--- src/hw/rtl/tcw_pkg.sv ---
package tcw_pkg;

  // Payload widths of the command and result ports
  localparam int CHAR_W   = 8;
  localparam int CELL_W   = 16;
  localparam int POS_W    = 11;
  localparam int IN_ADDR_W = 11;

  // Configuration port
  localparam int APB_AW = 1;
  localparam int APB_DW = 32;
  localparam logic [APB_AW-1:0] ADDR_ATTRIBUTE = 1'b0;
  localparam logic [CHAR_W-1:0] ATTR_RESET     = 8'h07;

  // Control bytes honored by the interpreted put
  localparam logic [CHAR_W-1:0] CHAR_TAB     = 8'd9;
  localparam logic [CHAR_W-1:0] CHAR_NEWLINE = 8'd10;

  typedef enum logic [1:0] {
    ACT_RAW    = 2'd0,
    ACT_INTERP = 2'd1,
    ACT_READ   = 2'd2,
    ACT_CLEAR  = 2'd3
  } action_e;

  // Cursor move request, at most one field set
  typedef struct packed {
    logic put;
    logic tab;
    logic newline;
  } cursor_cmd_t;

endpackage

--- src/hw/rtl/tcw_cursor.sv ---
module tcw_cursor #(
  parameter int COLUMNS   = 80,
  parameter int ROWS      = 25,
  parameter int TAB_WIDTH = 8
) (
  input  logic                             clk_i,
  input  logic                             rst_ni,
  input  tcw_pkg::cursor_cmd_t             cmd_i,
  output logic [$clog2(COLUMNS*ROWS)-1:0]  cell_index_o,
  output logic [tcw_pkg::POS_W-1:0]        position_o,
  output logic                             scroll_o
);

  import tcw_pkg::*;

  localparam int CW  = $clog2(COLUMNS);
  localparam int RW  = $clog2(ROWS);
  localparam int CXW = $clog2(COLUMNS + TAB_WIDTH);
  localparam int PW  = (TAB_WIDTH > 1) ? $clog2(TAB_WIDTH) : 1;
  localparam int AW  = $clog2(COLUMNS * ROWS);
  localparam int PXW = (AW > POS_W) ? AW : POS_W;

  logic [CW-1:0]  col_q, col_d;
  logic [RW-1:0]  row_q, row_d;
  logic [PW-1:0]  phase_q, phase_d;   // column modulo the tab width
  logic [CXW-1:0] col_adv;
  logic           moving;
  logic           wrap;
  logic           row_inc;
  logic [PXW-1:0] pos_wide;

  // Advance by one for a put, up to the next tab stop for a tab
  always_comb begin
    if (cmd_i.put) begin
      col_adv = CXW'(col_q) + CXW'(1);
    end else begin
      col_adv = CXW'(col_q) + CXW'(TAB_WIDTH) - CXW'(phase_q);
    end
  end

  assign moving   = cmd_i.put | cmd_i.tab | cmd_i.newline;
  assign wrap     = (cmd_i.put | cmd_i.tab) && (col_adv >= CXW'(COLUMNS));
  assign row_inc  = cmd_i.newline | wrap;
  assign scroll_o = row_inc && (row_q == RW'(ROWS - 1));

  // Wrap the column, step the row, hold the row at the bottom on scroll
  always_comb begin
    col_d   = col_q;
    row_d   = row_q;
    phase_d = phase_q;
    if (moving) begin
      col_d   = row_inc ? '0 : CW'(col_adv);
      row_d   = (row_inc && !scroll_o) ? row_q + RW'(1) : row_q;
      phase_d = (cmd_i.put && !wrap && (phase_q != PW'(TAB_WIDTH - 1))) ?
                phase_q + PW'(1) : '0;
    end
  end

  always_ff @(posedge clk_i or negedge rst_ni) begin
    if (!rst_ni) begin
      col_q   <= '0;
      row_q   <= '0;
      phase_q <= '0;
    end else begin
      col_q   <= col_d;
      row_q   <= row_d;
      phase_q <= phase_d;
    end
  end

  assign cell_index_o = AW'(row_q) * AW'(COLUMNS) + AW'(col_q);
  assign pos_wide     = PXW'(cell_index_o);
  assign position_o   = pos_wide[POS_W-1:0];

endmodule
--- config.mk ---
export PLATFORM = sky130hd
export DESIGN_NAME = tcw_cursor
export DESIGN_NICKNAME = d
export VERILOG_FILES = /design/src/hw/rtl/tcw_pkg.sv /design/src/hw/rtl/tcw_cursor.sv
export SDC_FILE = /design/constraint.sdc
export NUM_CORES = 1
export LEC_CHECK = 0
export ABC_AREA = 1
export BUFFER_PORTS_ARGS = -buffer_cell sky130_fd_sc_hd__buf_2
export CORE_MARGIN = 2
export CORE_UTILIZATION = 51
export CTS_CLUSTER_DIAMETER = 80
export DETAILED_ROUTE_END_ITERATION = 6
export PLACE_DENSITY = 0.79
export SETUP_SLACK_MARGIN = 0.2
export SLEW_MARGIN = 20
export SYNTH_ARGS = -nofsm -noshare
export SYNTH_HDL_FRONTEND = slang
export SYNTH_SLANG_ARGS = --single-unit
--- constraint.sdc ---
create_clock -name clk_i -period 2.16 [get_ports clk_i]
set_input_delay 0.108 -clock clk_i [delete_from_list [all_inputs] [get_ports clk_i]]
set_output_delay 0.108 -clock clk_i [all_outputs]
set_load 0.02 [all_outputs]
==> Yosys cells after proc, flatten, opt, wreduce, memory -nomap -nowiden <==
Index checks and enable logic that the tools add are counted.
{ "totals": {"reg_bits": 15, "word_cells": 27, "in_bits": 5} }
{ "op_classes": {"n_eq_ne": 2, "n_addsub": 6, "n_reduce_logical": 8, "muxes": 3, "n_lt_le_gt_ge": 1, "n_bitwise": 3, "n_mul": 1} }
{ "ops": {"columns": ["cell", "n"], "rows": [
  ["$mux 7", 2],
  ["$add 11x7->11", 1],
  ["$add 7x1->7 const B", 1],
  ["$add 7x4->7 const B", 1],
  ["$ge 7x7->1 const B", 1],
  ["$mul 5x3->7 const B", 1],
  ["$sub 7x3->7", 1],
  ["$add 5x1->5 const B", 1],
  ["$eq 5x5->1 const B", 1],
  ["$logic_and 1x1->1", 5],
  ["$add 3x1->3 const B", 1],
  ["$mux 3", 1],
  ["$ne 3x3->1 const B", 1],
  ["$or 1x1->1", 3],
  ["$logic_not 1->1", 2],
  ["$reduce_and 2->1", 1]
]} }

==> Depth between registers and ports, before layout <==
Gate-level depths: netlist of the first run.
{ "depth": {"word_depth": 10, "ltp_mapped": 16} }

==> Least setup slack after synthesis of the first run <==
OpenSTA, ideal clock, no wires.
{ "synth_timing": {"path_kind": "flip-flop to output port", "start": "register col_q[1]", "end": "output scroll_o", "arrival_ns": 2.357, "stages_incl_launch_ff": 14, "setup_slack_ns": -0.305, "n_path_buf": 1, "cell_sequence": "dfrtp_1 -> ha_1 -> ha_1 -> fa_1 -> nand2_1 -> nand4_1 -> nand3_1 -> nand2_2 -> nand3_2 -> nand3_4 -> nand2_4 -> buf_8 -> inv_1 -> nor2_1"} }
{ "synth_between": {"elab_chain_cells": 7, "word_cells_on_any_way": 8} }
{ "synth_lines": {"columns": ["item", "line", "text"], "rows": [
  ["start, declared", "tcw_cursor.sv:23", "logic [CW-1:0] col_q, col_d;"],
  ["start signal, assigned", "tcw_cursor.sv:65", "col_q <= col_d;"],
  ["$add 7x4->7", "tcw_cursor.sv:37", "col_adv = CXW'(col_q) + CXW'(TAB_WIDTH) - CXW'(phase_q);"],
  ["$sub 7x3->7", "tcw_cursor.sv:37", null],
  ["$mux 7 *", "tcw_cursor.sv:34", "if (cmd_i.put) begin"],
  ["$ge 7x7->1 *", "tcw_cursor.sv:42", "assign wrap = (cmd_i.put | cmd_i.tab) && (col_adv >= CXW'(COLUMNS));"],
  ["$logic_and 1x1->1 *", "tcw_cursor.sv:42", null],
  ["$or 1x1->1 *", "tcw_cursor.sv:43", "assign row_inc = cmd_i.newline | wrap;"],
  ["$logic_and 1x1->1 *", "tcw_cursor.sv:44", "assign scroll_o = row_inc && (row_q == RW'(ROWS - 1));"],
  ["end, declared", "tcw_cursor.sv:11", "output logic scroll_o"]
]} }
Every way passes the cells marked *; elsewhere a longest branch is shown, timed or not.

==> Final worst setup path of the first run <==
{ "layout_timing": {"start": "register phase_q[1]", "end": "output scroll_o"} }
{ "layout_between": {"elab_chain_cells": 6} }
{ "layout_lines": {"columns": ["item", "line", "text"], "rows": [
  ["start, declared", "tcw_cursor.sv:25", "logic [PW-1:0] phase_q, phase_d;"],
  ["start signal, assigned", "tcw_cursor.sv:67", "phase_q <= phase_d;"],
  ["$sub 7x3->7", "tcw_cursor.sv:37", null],
  ["$mux 7", "tcw_cursor.sv:34", null],
  ["$ge 7x7->1", "tcw_cursor.sv:42", null],
  ["$logic_and 1x1->1", "tcw_cursor.sv:42", null],
  ["$or 1x1->1", "tcw_cursor.sv:43", null],
  ["$logic_and 1x1->1", "tcw_cursor.sv:44", null]
]} }
Every way passes these cells.

==> results by group, run 1 <==
Timing
  • Max_slew headroom: 66.6%
  • Clock Skew: 0.0213 ns
  • WHS: 0.185 ns
  • Unrepaired setup endpoints after global routing: true
  • # setup viols final: 22
  • Fmax: 393 MHz
  • Final critical-path required period: 2.55 ns
  • Final Cycle Share: 118%
  • Max-slew violations: 0
  • Hold Violations, Final: 0
  • Final WS setup: -0.387 ns
  • Slew @ Worst Pin: 0.500 ns

Critical path
  • Critical path startpoint: phase_q[1]$_DFFE_PN0P_
  • Largest delay share family, worst path: simple AND/OR/NAND/NOR gates
  • Buf/Inv on CP: 3
  • Critical path peak fanout: 3
  • CP max stage delay: 0.41 ns
  • Worst-path cell chain: inv_2 > ha_4 > ha_4 > fa_2 > nand2_2 > nand3_2 > nand2_2 > nand3_2 > nand2_2 > nand3_2 > nand3_4 > nand2_4 > inv_4 > nor2_4 > buf_6
  • Worst path slowest cell: dfrtp_1
  • Critical setup path kind: flop to output port
  • CP Capture Type: output port
  • CP arrival: 2.44 ns
  • Critical Path RT: 2.05 ns
  • Kind of start point of the critical path: flop
  • Reg2reg start: phase_q[1]$_DFFE_PN0P_

Run status
  • Violated checks: negative setup slack
  • Status: complete, but fails checks

Yosys
  • Synthesized Nets: 237
  • Leading area contributor after synthesis: dfrtp_1
  • Register area share after synthesis: 23.3%
  • Yosys warning count: 0
  • Average size of a mapped cell: 7.81 um2
  • Distinct cells, synth: 28
  • Synthesized flop and latch total: 15
  • Post-Syn Instances: 206
  • Synth top area share: 23.3%
  • Top cells by area, synth: dfrtp_1 23%, ha_1 18%, nand2_1 11%
  • Post-Synthesis Cell Area: 1610 um2

Route
  • Iteration-0 DRC Markers: 132
  • DR vias/cell: 5.49
  • WL per Instance: 17.1 um
  • Via count: 1631
  • Antenna Violating Nets Remaining: 0
  • Pre-Repair DR Iteration Count: 4
  • # DRC: 0
  • Routed WL: 5.09 mm

Clocking
  • Number of buffers created by CTS: 3
  • Sink Count: 15
  • Clock slew at reported path FFs: 0.09 ns
  • CTS Buffer Depth: 2
  • H-tree levels: 1
  • Root buffer cell: clkbuf_4
  • Clock Latency Late Sink: 0.32 ns
  • CTS tree: done

Die
  • # IOs: 28
  • Die ar.: 3620 um2
  • Die Ht: 60.2 um
  • Die Wd: 60.2 um
  • Floorplan row count: 20
  • Core area: 3030 um2
  • Initial core utilization: 53.1%

Placed design
  • I/O Buffers: 27
  • Global placer's final weighted congestion: 0.810
  • Post-DP HPWL: 2.83 mm

Pwr
  • VDD IR max: 0.934 mV
  • NetSw: 2110 uW
  • Part of the power in registers: 11.5%
  • Int Pwr: 2190 uW
  • Logic pwr share: 84.2%
  • PwrDens: 1830 nW/um2
  • Sw Share: 49.1%
  • Pleak: 0.00113 uW
  • Clock share of power: 4.3%
  • Power Total: 4300 uW

Hold path
  • HP Start: cmd_i[0]
  • Hold Path Class: input pin to flop

Cells and area
  • Most frequent cells in the layout: 44 x nand2_1, 26 x buf_4, 20 x inv_1, 17 x nand3_1, 17 x buf_2
  • N_diodes: 0
  • Nets: 285
  • Commonest non-fill, non-tap cell in the layout: nand2_1
  • Share of post-route cells with drive strength above 1: 45.8%
  • Area growth from synthesis to layout: 46.3%

Global routing
  • Initial antenna violation count: 0
  • All-Layer GR Usage: 28.7%
  • Vias in the first global route: 1623
  • Grt total ovfl: 0
  • Global-route wire length before repair: 7.61 mm
  • Largest net degree at the start of global routing: 16

Job
  • # Max-Cap Violations: 0
==> per-layer routing <==
layer | global-route usage, % | routed length (um)
met1 | 34.3 | 2010
met3 | 4.11 | 274
met4 | 16.5 | 247
met5 | 0 | 0
met2 | 48.6 | 2560
==> through the flow <==
| step | instances | TNS (ns) | cell area, um2 | util, % | setup WS (ns) |
|---|---|---|---|---|---|
| after floorplan | 206 | -0.193 | 1740 | - | -0.0635 |
| after global placement | 279 | -0.0666 | 1940 | 63.9 | -0.0310 |
| after detailed placement | 279 | -0.756 | 1940 | 63.9 | -0.0992 |
| after CTS | 290 | -3.08 | 2190 | 72.3 | -0.294 |
| after global routing | 297 | -7.87 | 2350 | 77.7 | -0.470 |
| final | 297 | -6.19 | 2350 | 77.7 | -0.387 |
==> area by class of cell <==
type,instances,area (um2)
Sequential cell,15,377
Multi-Input combinational cell,146,1300
Fill cell,187,674
Clock buffer,4,26.3
Tap cell,44,55.1
Timing Repair Buffer,60,479
Inverter,28,113
==> power by group through the flow <==
stage	Clock (uW)	Combinational, uW	Sequential [uW]
6_report	185	3630	493
4_1_cts	177	3080	474
3_3_place_gp	0	2470	453
2_1_floorplan	0	2040	493
3_5_place_dp	0	2540	457
5_1_grt	199	3860	504
==> registers in the layout, summed over array words and instances, names as in the netlist <==
signal,flops
col_q,7
phase_q,3
row_q,5
==> worst reg2reg max path: stages (launching register included) <==
cell,delay [ns]
dfrtp_1,0.41
inv_2,0.08
ha_4,0.21
ha_4,0.16
fa_2,0.36
nand2_2,0.10
nand3_2,0.08
nand2_2,0.08
nand3_2,0.08
nand2_2,0.10
nand3_2,0.09
nand3_4,0.11
nand2_4,0.07
buf_4,0.14
buf_6,0.13
buf_6,0.14
o21ai_2,0.11
==> logic make-up after synthesis <==
| family | Yosys count | synth area share, % |
|---|---|---|
| buffers and inverters | 45 | 14.8 |
| AND/OR/NAND/NOR | 92 | 26.7 |
| XOR/XNOR | 11 | 5.99 |
| flip-flops | 15 | 23.3 |
| AO/OA/AOI/OAI | 17 | 7.62 |
| adder cells (fa/ha/maj) | 26 | 21.6 |
==> synth_stat cells, drive strengths merged <==
library cell,instances
nand3,24
nor3,1
o21ai,6
xor2,7
o22ai,6
dfrtp,15
xnor2,4
fa,3
nand2,50
buf,17
nor2,10
nand4,7
o21bai,2
ha,23
inv,28
a21oi,2
o211ai,1
==> path summary, 6_finish.rpt <==
| kind | to | slack [ns] | depth (start not counted) |
|---|---|---|---|
| min reg2reg | row_q[4]$_DFFE_PN0P_ | 0.55 | 2 |
| min in group asynchronous | row_q[0]$_DFFE_PN0P_ | 0.23 | 2 |
| max | scroll_o | -0.39 | 15 |
| max in group asynchronous | row_q[2]$_DFFE_PN0P_ | 1.59 | 2 |
| min | phase_q[0]$_DFFE_PN0P_ | 0.19 | 4 |
| max reg2reg | col_q[1]$_DFFE_PN0P_ | -0.33 | 16 |
==> what timing repair did <==
action / 4_1_cts / 5_1_grt
setup endpoints to repair: 24 / 26
gates resized for setup: 35 / 26
pin swaps: 18 / 13
setup buffers: 6 / 7
endpoints found under the hold margin: 15 / 0
hold buffers: 1 / 0
(Power assumes the default switching activity.)
==> run 2, diff against run 1 <==
--- a/config.mk
+++ b/config.mk
@@ -12,6 +12,7 @@
 export CTS_CLUSTER_DIAMETER = 80
 export DETAILED_ROUTE_END_ITERATION = 6
 export PLACE_DENSITY = 0.79
+export REMOVE_ABC_BUFFERS = 1
 export SETUP_SLACK_MARGIN = 0.2
 export SLEW_MARGIN = 20
 export SYNTH_ARGS = -nofsm -noshare
==> run 2 against run 1 <==
Net effect: the run still ends with negative setup slack left; die area unchanged; combinational power down 4%; clock power down 6%; largest cell class unchanged; highest routed layer unchanged.
==> results by group, run 2 (synthesis results as in run 1) <==
Run status
  • Status: complete, but fails checks
  • Violated checks: negative setup slack

Clocking
  • Clock slew at reported path FFs: 0.10 ns (about the same)
  • Clock Latency Late Sink: 0.30 ns (-0.02 ns)
  • Sink Count: 15 (unchanged)
  • Root buffer cell: clkbuf_4
  • CTS tree: done
  • H-tree levels: 1 (unchanged)
  • CTS Buffer Depth: 2 (unchanged)
  • Number of buffers created by CTS: 3 (unchanged)

Global routing
  • Largest net degree at the start of global routing: 16 (unchanged)
  • All-Layer GR Usage: 23.5% (-5.2 points)
  • Vias in the first global route: 1438 (-11%)
  • Grt total ovfl: 0 (unchanged)
  • Global-route wire length before repair: 6.34 mm (-17%)
  • Initial antenna violation count: 0 (unchanged)

Timing
  • Slew @ Worst Pin: 0.364 ns (-0.136 ns)
  • Clock Skew: 0.00948 ns (-0.0119 ns)
  • Fmax: 393 MHz (+0.17%)
  • Final critical-path required period: 2.54 ns (-0.00445 ns)
  • Max-slew violations: 0 (unchanged)
  • Final WS setup: -0.382 ns (+0.00445 ns)
  • Unrepaired setup endpoints after global routing: true
  • Hold Violations, Final: 0 (unchanged)
  • # setup viols final: 22 (unchanged)
  • Max_slew headroom: 75.7% (+9.2 points)
  • Final Cycle Share: 118% (-0.21 points)

Cells and area
  • Most frequent cells in the layout: 44 x nand2_1, 36 x buf_4, 19 x inv_1, 18 x nand3_1, 16 x buf_2
  • Multi-input gate area: 1270 um2 (-2.5%)
  • Most flop-heavy register: col_q
  • Area growth from synthesis to layout: 45.6%
  • Commonest non-fill, non-tap cell in the layout: nand2_1
  • Non-filler instance count after layout: 302 (+1.7%)
  • Max reg flops: 7 (unchanged)
  • N_diodes: 0 (unchanged)
  • Biggest regs: col_q (7), row_q (5), phase_q (3)
  • Storage cell area: 378 um2 (+0.33%)
  • Nets: 290 (+1.8%)
  • Design area: 2340 um2 (-0.48%)
  • Share of post-route cells with drive strength above 1: 47.7% (+1.8 points)
  • Fill cells: 186 (-0.53%)
  • Final core utilization: 77.4% (-0.37 points)

Pwr
  • Power Total: 4150 uW (-3.7%)
  • Part of the power in registers: 12.1% (+0.6 points)
  • Clock share of power: 4.2% (about the same)
  • Int Pwr: 2090 uW (-4.4%)
  • VDD IR max: 0.679 mV (-27%)
  • Logic pwr share: 83.7% (-0.5 points)
  • Pleak: 0.00114 uW (about the same)
  • NetSw: 2050 uW (-2.9%)
  • PwrDens: 1770 nW/um2 (-3.2%)
  • Sw Share: 49.5% (+0.38 points)

Job
  • # Max-Cap Violations: 0 (unchanged)

Placed design
  • Post-DP HPWL: 2.69 mm (-5.0%)
  • Placed insts: 281 (+0.72%)
  • Placed inst area: 1840 um2 (-5.1%)
  • I/O Buffers: 27 (unchanged)
  • Global placer's final weighted congestion: 0.858 (+6.0%)

Die
  • Die Ht: 60.2 um (unchanged)
  • Core area: 3030 um2 (unchanged)
  • Die Wd: 60.2 um (unchanged)
  • Die ar.: 3620 um2 (unchanged)
  • Initial core utilization: 53.1% (unchanged)
  • # IOs: 28 (unchanged)
  • Floorplan row count: 20 (unchanged)

Route
  • Via count: 1626 (-0.31%)
  • Routed WL: 4.99 mm (-1.9%)
  • DR vias/cell: 5.38 (-2.0%)
  • Pre-Repair DR Iteration Count: 4 (unchanged)
  • WL per Instance: 16.5 um (-3.5%)
  • # DRC: 0 (unchanged)
  • Wire length on met2: 2.56 mm (about the same)
  • Metal-1 WL: 2.10 mm (+4.7%)
  • Met3 WL post-DR: 262 um (-4.4%)
  • Iteration-0 DRC Markers: 89 (-33%)
  • Antenna Violating Nets Remaining: 0 (unchanged)
  • Top Layer Used: met4

Critical path
  • Kind of start point of the critical path: flop
  • Critical Path RT: 2.05 ns (about the same)
  • CP arrival: 2.43 ns (about the same)
  • Critical path peak fanout: 3 (unchanged)
  • Critical setup path kind: flop to output port
  • CP Capture Type: output port

Hold path
  • Hold Path Class: input pin to flop
run 2: cell types whose count changed in the layout (fill, tap and decap cells not counted), sizes merged:
cell	before	now
buf	59	64
run 2: repair_timing:
item / CTS / global route
setup buffers: 7 / 9
gates cloned: 0 / 0
setup endpoints to repair: 24 / 28
hold endpoints to repair: 15 / 0
pin swaps: 8 / 16
resized for setup: 32 / 46
hold buffers: 1 / 0
run 2: through the flow:
stage | hold slack (ns) | setup slack [ns] | TNS, ns
after floorplan | -0.188 | -0.454 | -4.94
after global placement | 0.0313 | -0.124 | -1.26
after detailed placement | 0.0378 | -0.203 | -2.33
after CTS | 0.182 | -0.338 | -4.37
after global routing | 0.208 | -0.493 | -8.52
final | 0.182 | -0.382 | -6.33
run 2: final timing paths:
check	depth (start not counted)	end	from	slack [ns]
max in group asynchronous	2	row_q[2]$_DFFE_PN0P_	rst_ni	1.63
min in group asynchronous	2	phase_q[2]$_DFFE_PN0P_	rst_ni	0.24
max	15	scroll_o	phase_q[1]$_DFFE_PN0P_	-0.38
max reg2reg	16	col_q[6]$_DFFE_PN0P_	phase_q[1]$_DFFE_PN0P_	-0.35
min	3	phase_q[0]$_DFFE_PN0P_	cmd_i[2]	0.18
min reg2reg	3	phase_q[2]$_DFFE_PN0P_	phase_q[2]$_DFFE_PN0P_	0.61
run 2: layout make-up:
type | count | area share [%]
well taps | 44 | 2.35
clock buffers | 4 | 1.12
inverters | 28 | 4.59
multi-input cells | 146 | 54.3
repair buffers | 65 | 21.5
flip-flops and latches | 15 | 16.1
run 2: metal layers:
metal	global-route usage, %	vias up
met4	10.8	0
li1	-	763
met1	31.7	770
met3	1.30	10
met5	0	-
met2	38.2	83
run 2: power groups by stage:
stage | logic (uW) | clock network [uW] | registers (uW)
2_1_floorplan | 1340 | 0 | 563
3_3_place_gp | 2160 | 0 | 447
3_5_place_dp | 2200 | 0 | 453
4_1_cts | 2540 | 170 | 463
5_1_grt | 3690 | 182 | 510
6_report | 3470 | 174 | 502
run 2: worst max-delay path, cell delays in order, from the launching register on:
cell and delay (ns):
dfrtp_1 0.40, inv_2 0.08, ha_4 0.21, ha_4 0.17
fa_2 0.42, nand2_2 0.11, nand3_2 0.08, nand2_2 0.08
nand3_2 0.09, nand2_2 0.07, nand3_2 0.08, nand3_4 0.08
nand2_4 0.05, inv_2 0.04, nor2_2 0.03, buf_6 0.13
==> run 3, diff against run 2 <==
--- a/config.mk
+++ b/config.mk
@@ -7,11 +7,11 @@
 export LEC_CHECK = 0
 export ABC_AREA = 1
 export BUFFER_PORTS_ARGS = -buffer_cell sky130_fd_sc_hd__buf_2
-export CORE_MARGIN = 2
+export CORE_MARGIN = 8
 export CORE_UTILIZATION = 51
 export CTS_CLUSTER_DIAMETER = 80
 export DETAILED_ROUTE_END_ITERATION = 6
-export PLACE_DENSITY = 0.79
+export PLACE_DENSITY = 0.77
 export REMOVE_ABC_BUFFERS = 1
 export SETUP_SLACK_MARGIN = 0.2
 export SLEW_MARGIN = 20
==> run 3 against run 2 <==
Net effect: the run still ends with negative setup slack left; worst hold slack better by 0.030 ns; count of clock-buffer cells in the layout unchanged; total power up 4.3%; via count up 3.9%; fmax down 1.9%.
==> results by group, run 3 (synthesis results as in run 1) <==
Run status
  • Status: complete, but fails checks
  • Violated checks: negative setup slack

Placed design
  • I/O Buffers: 27 (unchanged)
  • Pre-CTS setup slack: -0.192 ns (+0.0108 ns)
  • Placed inst area: 1840 um2 (unchanged)
  • Global placer's final weighted congestion: 0.841 (-2.0%)
  • Post-DP HPWL: 2.75 mm (+2.2%)

Critical path
  • Buf/Inv on CP: 3 (unchanged)
  • Reg-to-reg slack, setup: -0.42 ns (-0.07 ns)
  • FF-to-FF End: phase_q[1]$_DFFE_PN0P_
  • Critical path peak fanout: 3 (unchanged)
  • Critical path startpoint: phase_q[1]$_DFFE_PN0P_
  • Critical Path Stages: 14 (-1)
  • FF-to-FF path depth: 16 (unchanged)
  • CP max stage delay: 0.38 ns (-0.04 ns)
  • CP arrival: 2.48 ns (+0.05 ns)
  • Kind of start point of the critical path: flop
  • End of the critical path: scroll_o
  • Critical setup path kind: flop to output port
  • Critical Path RT: 2.05 ns (about the same)
  • Reg2reg start: phase_q[1]$_DFFE_PN0P_
  • Worst path slowest cell: fa_2
  • Largest delay share family, worst path: adder cells
  • Worst-path cell chain: inv_1 > ha_1 > ha_2 > fa_2 > nand2_4 > nand4_1 > nand3_2 > nand2_2 > nand3_2 > nand3_4 > nand2_4 > inv_2 > nor2_2 > buf_6
  • CP Capture Type: output port

Cells and area
  • Area growth from synthesis to layout: 46.4%
  • Max reg flops: 7 (unchanged)
  • Share of post-route cells with drive strength above 1: 46.2% (-1.5 points)
  • Biggest regs: col_q (7), row_q (5), phase_q (3)
  • Nets: 296 (+2.1%)
  • Most flop-heavy register: col_q
  • Most frequent cells in the layout: 46 x nand2_1, 38 x buf_4, 19 x inv_1, 18 x nand3_1, 16 x buf_2
  • N_diodes: 0 (unchanged)
  • Commonest non-fill, non-tap cell in the layout: nand2_1
  • Design area: 2360 um2 (+0.59%)

Timing
  • Clock Skew: 0.0130 ns (+0.00352 ns)
  • Max-slew violations: 0 (unchanged)
  • # setup viols final: 24 (+9.1%)
  • Hold Violations, Final: 0 (unchanged)
  • Final critical-path required period: 2.59 ns (+0.0486 ns)
  • Max_slew headroom: 75.3% (-0.38 points)
  • WHS: 0.211 ns (+0.0296 ns)
  • Fmax: 386 MHz (-1.9%)
  • Unrepaired setup endpoints after global routing: true
  • Final WS setup: -0.431 ns (-0.0486 ns)
  • Fin Setup TNS: -6.64 ns (-0.303 ns)
  • Final Cycle Share: 120% (+2.3 points)
  • Slew @ Worst Pin: 0.370 ns (+0.00571 ns)

Route
  • Via count: 1689 (+3.9%)
  • Iteration-0 DRC Markers: 128 (+44%)
  • DR vias/cell: 5.48 (+1.9%)
  • # DRC: 0 (unchanged)
  • Pre-Repair DR Iteration Count: 4 (unchanged)
  • Antenna Violating Nets Remaining: 0 (unchanged)
  • Routed WL: 5.65 mm (+13%)
  • WL per Instance: 18.3 um (+11%)

Pwr
  • Pleak: 0.00117 uW (+3.3%)
  • Part of the power in registers: 11.3% (-0.8 points)
  • Sw Share: 49.6% (+0.14 points)
  • Int Pwr: 2180 uW (+4.0%)
  • Logic pwr share: 84.6% (+0.9 points)
  • NetSw: 2150 uW (+4.5%)
  • PwrDens: 1840 nW/um2 (+3.7%)
  • VDD IR max: 0.594 mV (-13%)
  • Clock share of power: 4.1% (about the same)

Clocking
  • H-tree levels: 1 (unchanged)
  • CTS Buffer Depth: 2 (unchanged)
  • Number of buffers created by CTS: 3 (unchanged)
  • CTS tree: done
  • Clock slew at reported path FFs: 0.09 ns (about the same)
  • Clock Latency Late Sink: 0.30 ns (about the same)
  • Sink Count: 15 (unchanged)
  • Root buffer cell: clkbuf_4

Global routing
  • Grt total ovfl: 0 (unchanged)
  • Initial antenna violation count: 0 (unchanged)
  • Global-route wire length before repair: 6.58 mm (+3.7%)
  • Vias in the first global route: 1467 (+2.0%)
  • Largest net degree at the start of global routing: 16 (unchanged)
  • All-Layer GR Usage: 15.6% (-7.9 points)

Die
  • Die ar.: 5210 um2 (+44%)
  • Initial core utilization: 53.1% (unchanged)
  • Core area: 3030 um2 (unchanged)
  • Die Wd: 72.2 um (+20%)
  • Floorplan row count: 20 (unchanged)
  • Die Ht: 72.2 um (+20%)
  • # IOs: 28 (unchanged)

Job
  • # Max-Cap Violations: 0 (unchanged)

Hold path
  • Hold Path Class: input pin to flop
run 3: changes by cell type in the layout (fill, tap and decap cells not counted), sizes merged:
cell	delta
buf	+6
run 3: cell type report:
type / instances / area (um2)
fill: 181 / 672
sequential: 15 / 377
inverter: 28 / 108
multi-input combinational: 146 / 1230
clock buffer: 4 / 26.3
tap: 44 / 55.1
timing repair buffer: 71 / 564
run 3: metrics by stage:
stage               util (%)  power, uW  cells
floorplan                  -       1900    189
global placement        60.7       2630    281
detailed placement      60.7       2670    281
CTS                     67.4       3220    294
global route            77.8       4570    308
finish                  77.8       4320    308
run 3: repair_timing:
item	in CTS	in global routing
pin swaps	17	16
endpoints found under the hold margin	15	0
setup endpoints to repair	24	28
hold buffers	1	0
buffers inserted	8	14
gates resized for setup	29	44
run 3: power by group through the flow:
stage	Combinational, uW	Clock [uW]	Sequential (uW)
after floorplan	1340	0	563
after global placement	2180	0	447
after detailed placement	2220	0	448
after CTS	2600	166	454
after global routing	3880	186	496
final	3660	175	489
run 3: how the worst min path moves through the flow:
stage	startpoint	to	slack, ns	cells past startpoint
2_1_floorplan	rst_ni	col_q[0]$_DFFE_PN0P_	-0.19	0
3_3_place_gp	rst_ni	col_q[0]$_DFFE_PN0P_	0.03	1
3_5_place_dp	rst_ni	col_q[0]$_DFFE_PN0P_	0.03	1
4_1_cts	cmd_i[2]	phase_q[0]$_DFFE_PN0P_	0.20	3
5_1_grt	cmd_i[2]	phase_q[0]$_DFFE_PN0P_	0.22	3
6_report	cmd_i[2]	phase_q[0]$_DFFE_PN0P_	0.21	3
run 3: tightest hold or removal path: cells and delay by family:
kind | cells | cell delay, ns
and+or+nand+nor | 2 | 0.16
buffers and inverters | 1 | 0.20
run 3: routing by layer:
layer	up-vias	part of all wire, %	global-route usage (%)
li1	778	-	-
met3	29	7.1	2.75
met2	102	50	25.1
met4	0	6.0	9.75
met5	-	0	0
met1	780	37	18.7
